**config.mk**
```make
export PLATFORM = sky130hd
export DESIGN_NAME = dfd_cell
export DESIGN_NICKNAME = d
export VERILOG_FILES = /design/src/rtl/dfd_pkg.sv /design/src/rtl/dfd_cell.sv
export SDC_FILE = /design/constraint.sdc
export NUM_CORES = 2
export LEC_CHECK = 0
export ABC_AREA = 1
export BUFFER_PORTS_ARGS = -buffer_cell sky130_fd_sc_hd__buf_4
export CORE_ASPECT_RATIO = 0.8
export CORE_MARGIN = 3
export CORE_UTILIZATION = 31
export DETAILED_ROUTE_END_ITERATION = 7
export PLACE_DENSITY = 0.49
export REMOVE_ABC_BUFFERS = 1
export SLEW_MARGIN = 20
export SYNTH_ARGS = -nofsm -noshare
export SYNTH_HDL_FRONTEND = slang
export SYNTH_SLANG_ARGS = --single-unit
```
**constraint.sdc**
```tcl
create_clock -name clk -period 17.7 [get_ports clk]
set_input_delay 1.77 -clock clk [delete_from_list [all_inputs] [get_ports clk]]
set_output_delay 1.77 -clock clk [all_outputs]
set_load 0.02 [all_outputs]
```
**src/rtl/dfd_pkg.sv**
```systemverilog
// dfd_pkg: types and constants shared by the discrete frechet distance unit
// no dependencies
`timescale 1ns / 1ps

package dfd_pkg;

	localparam int MAX_POINTS = 64;
	localparam int CNT_W      = $clog2(MAX_POINTS + 1);
	localparam int COORD_W    = 16;
	localparam int SQ_W       = 2 * COORD_W;
	localparam int DIST_W     = SQ_W + 1;

	localparam logic       OP_LOAD    = 1'b0;
	localparam logic       OP_QUERY   = 1'b1;

	localparam logic [1:0] ST_OK      = 2'd0;
	localparam logic [1:0] ST_NO_REF  = 2'd1;
	localparam logic [1:0] ST_TRUNC   = 2'd2;

	typedef struct packed {
		logic                      opcode;
		logic signed [COORD_W-1:0] point_x;
		logic signed [COORD_W-1:0] point_y;
		logic                      last;
	} dfd_in_t;

	typedef struct packed {
		logic [DIST_W-1:0] dist_squared;
		logic [1:0]        status;
		logic              done_res;
	} dfd_out_t;

	typedef struct packed {
		logic signed [COORD_W-1:0] x;
		logic signed [COORD_W-1:0] y;
	} coord_t;

	// dp wavefront token passed from cell to cell
	typedef struct packed {
		logic              valid;
		logic              first;
		logic              last;
		logic [DIST_W-1:0] left;
		logic [DIST_W-1:0] diag;
	} dp_tok_t;

endpackage

```
**src/rtl/dfd_cell.sv**
```systemverilog
// dfd_cell: one systolic cell, holds one reference point and one dp row entry
// depends on dfd_pkg
`timescale 1ns / 1ps

module dfd_cell import dfd_pkg::*; (
	input  logic    clk,
	input  logic    arst_n,
	input  coord_t  coord_in,
	input  dp_tok_t tok_in,
	input  logic    active,
	input  logic    wr_en,
	input  coord_t  wr_pt,
	output coord_t  coord_out,
	output dp_tok_t tok_out
);

	coord_t            ref_q;
	coord_t            coord_q;
	logic [DIST_W-1:0] prev_q;
	logic [SQ_W-1:0]   sqx_s1;
	logic [SQ_W-1:0]   sqy_s1;
	logic              tok_vld_q;
	dp_tok_t           tok_pl_q;

	logic signed [COORD_W:0] dx;
	logic signed [COORD_W:0] dy;
	logic [COORD_W:0]        ax;
	logic [COORD_W:0]        ay;
	logic [DIST_W-1:0]       d;
	logic [DIST_W-1:0]       min_ul;
	logic [DIST_W-1:0]       min3;
	logic [DIST_W-1:0]       lo;
	logic [DIST_W-1:0]       cell_v;

	always_comb begin
		dx = {coord_in.x[COORD_W-1], coord_in.x} - {ref_q.x[COORD_W-1], ref_q.x};
		dy = {coord_in.y[COORD_W-1], coord_in.y} - {ref_q.y[COORD_W-1], ref_q.y};
		ax = dx[COORD_W] ? (COORD_W+1)'(-dx) : (COORD_W+1)'(dx);
		ay = dy[COORD_W] ? (COORD_W+1)'(-dy) : (COORD_W+1)'(dy);
	end

	always_ff @(posedge clk) begin
		if (wr_en) begin
			ref_q <= wr_pt;
		end
		coord_q <= coord_in;
		sqx_s1  <= ax[COORD_W-1:0] * ax[COORD_W-1:0];
		sqy_s1  <= ay[COORD_W-1:0] * ay[COORD_W-1:0];
	end

	always_comb begin
		d      = {1'b0, sqx_s1} + {1'b0, sqy_s1};
		min_ul = (prev_q < tok_in.left) ? prev_q : tok_in.left;
		min3   = (min_ul < tok_in.diag) ? min_ul : tok_in.diag;
		// first query row only looks left
		lo     = tok_in.first ? tok_in.left : min3;
		cell_v = (lo > d) ? lo : d;
	end

	always_ff @(posedge clk) begin
		if (tok_in.valid && active) begin
			prev_q <= cell_v;
		end
		tok_pl_q.first <= tok_in.first;
		tok_pl_q.last  <= tok_in.last;
		tok_pl_q.valid <= 1'b0;
		// inactive cells pass the corner value on untouched
		tok_pl_q.left  <= active ? cell_v : tok_in.left;
		tok_pl_q.diag  <= active ? prev_q : tok_in.diag;
	end

	always_ff @(posedge clk or negedge arst_n) begin
		if (!arst_n) begin
			tok_vld_q <= 1'b0;
		end else begin
			tok_vld_q <= tok_in.valid;
		end
	end

	assign coord_out = coord_q;

	always_comb begin
		tok_out       = tok_pl_q;
		tok_out.valid = tok_vld_q;
	end

endmodule

```
==> impl_metrics.sql <==
INSERT INTO impl_metrics (metric_group, metric, value, unit) VALUES
('sta', 'setup_viol', '0', ''),
('logic_synthesis', 'cell_count_after_synthesis', '3722', ''),
('worst_setup_path', 'regToRegStartpoint', 'ref_q[16]', ''),
('worst_setup_path', 'largest_fanout_on_the_critical_path', '15', ''),
('place', 'post-dp-hpwl', '69.8', 'mm'),
('worst_setup_path', 'critical_path_start_end_classification', 'input port to register', ''),
('global_route', 'maximum_number_of_pins_on_one_net_before_global_route_repair', '73', ''),
('worst_setup_path', 'worst_r2r_path_depth', '31', ''),
('min_path', 'worstHoldPathCells', '2', ''),
('clock_tree', 'post-cts-setup-buffer-count', '0', ''),
('sta', 'grt_setup_unrepaired', 'no', ''),
('logic_synthesis', 'synth_top_area_cell', 'sky130_fd_sc_hd__fa_1', ''),
('place', 'gp_congestion', '0.897', ''),
('worst_setup_path', 'critPathArrivalTime', '9.92', 'ns'),
('final_layout', 'layout.core_utilization', '36.0', '%'),
('clock_tree', 'clkLatencyLatePin', '0.61', 'ns'),
('logic_synthesis', 'ys_ff_latch', '228', ''),
('logic_synthesis', 'largest_family_of_logic_cells_by_synthesized_area', 'adder cells', ''),
('logic_synthesis', 'synthTopCellsByArea', 'sky130_fd_sc_hd__fa_1, sky130_fd_sc_hd__ha_1, sky130_fd_sc_hd__dfxtp_1', ''),
('clock_tree', 'cts_hold_buffers', '0', ''),
('logic_synthesis', 'post_synth_fa_ha_maj_area_fraction', '38.2', '%'),
('worst_setup_path', 'start_kind', 'input port', ''),
('clock_tree', 'cts_buf_count', '30', ''),
('logic_synthesis', 'synth_compound_area_share', '7.36', '%'),
('detailed_routing', 'vias_per_cell', '4.57', ''),
('final_layout', 'drive_above_1_share', '9.61', '%'),
('status', 'outcome', 'finished, final reports clean', ''),
('logic_synthesis', 'simple_gate_share_of_the_synthesized_area', '20.7', '%'),
('sta', 'final-max-slew-violation-count', '0', ''),
('worst_setup_path', 'critical_path.slowest_cell', 'sky130_fd_sc_hd__o21ai_2', ''),
('detailed_routing', 'wirelength', '83.7', 'mm'),
('clock_tree', 'tritoncts', 'built', ''),
('logic_synthesis', 'synth_edf_count', '65', ''),
('global_route', 'first_global_vias', '24500', ''),
('global_route', 'global_route_wire_length_before_repair', '135', 'mm'),
('sta', 'tightestPinTransition', '1.01', 'ns'),
('logic_synthesis', 'postSynth.asyncResetShare', '0.439', '%'),
('min_path', 'hold_path.class', 'register to register', ''),
('die', 'fp.dieW', '347', 'um'),
('die', 'design.core.area', '0.0915', 'mm^2'),
('final_layout', 'insertedDiodeCount', '0', ''),
('worst_setup_path', 'endpoint_kind_of_the_worst_setup_timing_path', 'register', ''),
('sta', 'clock-skew-final', '0.0188', 'ns'),
('worst_setup_path', 'crit_required', '18.19', 'ns'),
('sta', 'slew_headroom', '32.6', '%'),
('clock_tree', 'clkSlewWorstSetupHoldPaths', '0.06', 'ns'),
('detailed_routing', 'ant_nets_after_route', '0', ''),
('clock_tree', 'clock_sinks', '228', ''),
('clock_tree', 'clock_tree.root_cell', 'sky130_fd_sc_hd__clkbuf_16', ''),
('logic_synthesis', 'syn_area', '0.0288', 'mm^2'),
('logic_synthesis', 'ys.warnings.count', '0', ''),
('global_route', 'antenna_found_initial', '1', ''),
('die', 'die_area', '0.0965', 'mm^2'),
('die', 'rows', '99', ''),
('detailed_routing', 'vias', '23700', ''),
('place', 'placement.io_buffers', '237', ''),
('worst_setup_path', 'cp_max_stage_delay', '0.75', 'ns'),
('worst_setup_path', 'worst_r2r_endpoint', 'sqx_s1[29]', ''),
('global_route', 'global_route.usage.total', '17.4', '%'),
('min_path', 'min_to', 'tok_out[7]', ''),
('clock_tree', 'htreeDepth', '1', ''),
('final_layout', 'areaGrowthSynthToFinish', '14.6', '%'),
('clock_tree', 'ctsLongestPathBuffers', '3', ''),
('final_layout', 'fillerInstances', '9776', ''),
('logic_synthesis', 'synth_most_common_cell', 'sky130_fd_sc_hd__inv_1', ''),
('detailed_routing', 'route.detailed.drc', '0', ''),
('detailed_routing', 'wire_per_inst', '16.2', 'um'),
('detailed_routing', 'detailedRoute.firstPassIterationCount', '6', ''),
('logic_synthesis', 'muxShareOfSynthArea', '0', '%'),
('sta', 'setup_total_negative_slack', '0', 'ns'),
('sta', 'min_period', '9.43', 'ns');
## registers in the layout (all words and copies together), names as in the netlist
| signal | flops |
|---|---|
| tok_out | 68 |
| prev_q | 33 |
| coord_out | 32 |
| ref_q | 32 |
| sqx_s1 | 31 |
| sqy_s1 | 31 |
| tok_vld_q | 1 |
## through the flow
stage          hold slack [ns]  cells  setup WS, ns  area (um^2)
2_1_floorplan            0.461   3650          7.82        28400
3_3_place_gp             0.503   5122          7.80        31900
3_5_place_dp             0.506   5122          7.63        31900
4_1_cts                  0.520   5178          8.30        33000
5_1_grt                  0.558   5178          7.55        33000
6_report                 0.514   5178          8.27        33000
## logic make-up after synthesis
kind of cell,after synthesis
and+or+nand+nor,1413
buffers and inverters,902
adders and majority gates,681
AOI/OAI and AO/OA,383
DFF,228
xor gates and xnor gates,115
## worst max-delay path, delay by kind of cell
family | cells | cell delay [ns]
AND/OR/NAND/NOR | 10 | 1.30
adder cells (fa/ha/maj) | 9 | 3.95
XOR/XNOR | 1 | 0.16
AO/OA/AOI/OAI | 6 | 1.83
buffers and inverters | 7 | 0.87
## how the worst max path moves through the flow
| stage | to | slack (ns) |
|---|---|---|
| 6_report | sqx_s1[29] | 8.27 |
| 5_1_grt | sqx_s1[29] | 7.55 |
| 4_1_cts | sqx_s1[29] | 8.30 |
| 3_5_place_dp | sqx_s1[29] | 7.63 |
| 3_3_place_gp | sqx_s1[24] | 7.80 |
| 2_1_floorplan | prev_q[0] | 7.82 |
## routing by layer
layer / part of all wire [%] / wire length [um] / global-route usage, % / vias to the layer above
li1: - / - / - / 12000
met1: 50 / 42200 / 25.6 / 11100
met2: 43 / 35700 / 27.4 / 533
met3: 5.4 / 4490 / 2.62 / 63
met4: 1.5 / 1230 / 2.50 / 2
met5: 0.016 / 13 / 0 / -
## cells in the final DEF, fill, tap and decap left out, types with 5 or more instances in the layout
master and n:
sky130_fd_sc_hd__nor2_4 5, sky130_fd_sc_hd__nand4_1 32, sky130_fd_sc_hd__nor4_1 11, sky130_fd_sc_hd__inv_2 20
sky130_fd_sc_hd__o211ai_1 5, sky130_fd_sc_hd__and2_1 30, sky130_fd_sc_hd__a21o_1 11, sky130_fd_sc_hd__edfxtp_1 65
sky130_fd_sc_hd__o21ai_0 125, sky130_fd_sc_hd__nor2_1 267, sky130_fd_sc_hd__dfxtp_1 162, sky130_fd_sc_hd__nand2_1 804
sky130_fd_sc_hd__inv_1 808, sky130_fd_sc_hd__o21bai_1 10, sky130_fd_sc_hd__nor2_2 6, sky130_fd_sc_hd__xor2_2 8
sky130_fd_sc_hd__ha_1 354, sky130_fd_sc_hd__nand2_2 13, sky130_fd_sc_hd__xnor2_1 42, sky130_fd_sc_hd__o21a_1 15
sky130_fd_sc_hd__buf_4 260, sky130_fd_sc_hd__fa_1 327, sky130_fd_sc_hd__a21boi_0 5, sky130_fd_sc_hd__clkbuf_16 34
sky130_fd_sc_hd__nand3_1 198, sky130_fd_sc_hd__a21oi_1 170, sky130_fd_sc_hd__clkbuf_1 6, sky130_fd_sc_hd__xor2_1 64
sky130_fd_sc_hd__nand3b_1 12, sky130_fd_sc_hd__nor3_1 23, sky130_fd_sc_hd__a31oi_1 19, sky130_fd_sc_hd__or2_2 6
sky130_fd_sc_hd__o21ai_1 5
## layout make-up
type	count	area, um^2	share of cell area, %
tap	1212	1520	4.60
sequential	228	5220	15.8
timing repair buffer	260	1950	5.92
clock inverter	12	106	0.323
multi-input combinational	2592	20100	61.1
inverter	830	3120	9.46
clock buffer	44	928	2.82
Power is not shown: default switching activity piles up to over one toggle a cycle in this logic, so the estimate is an artifact.
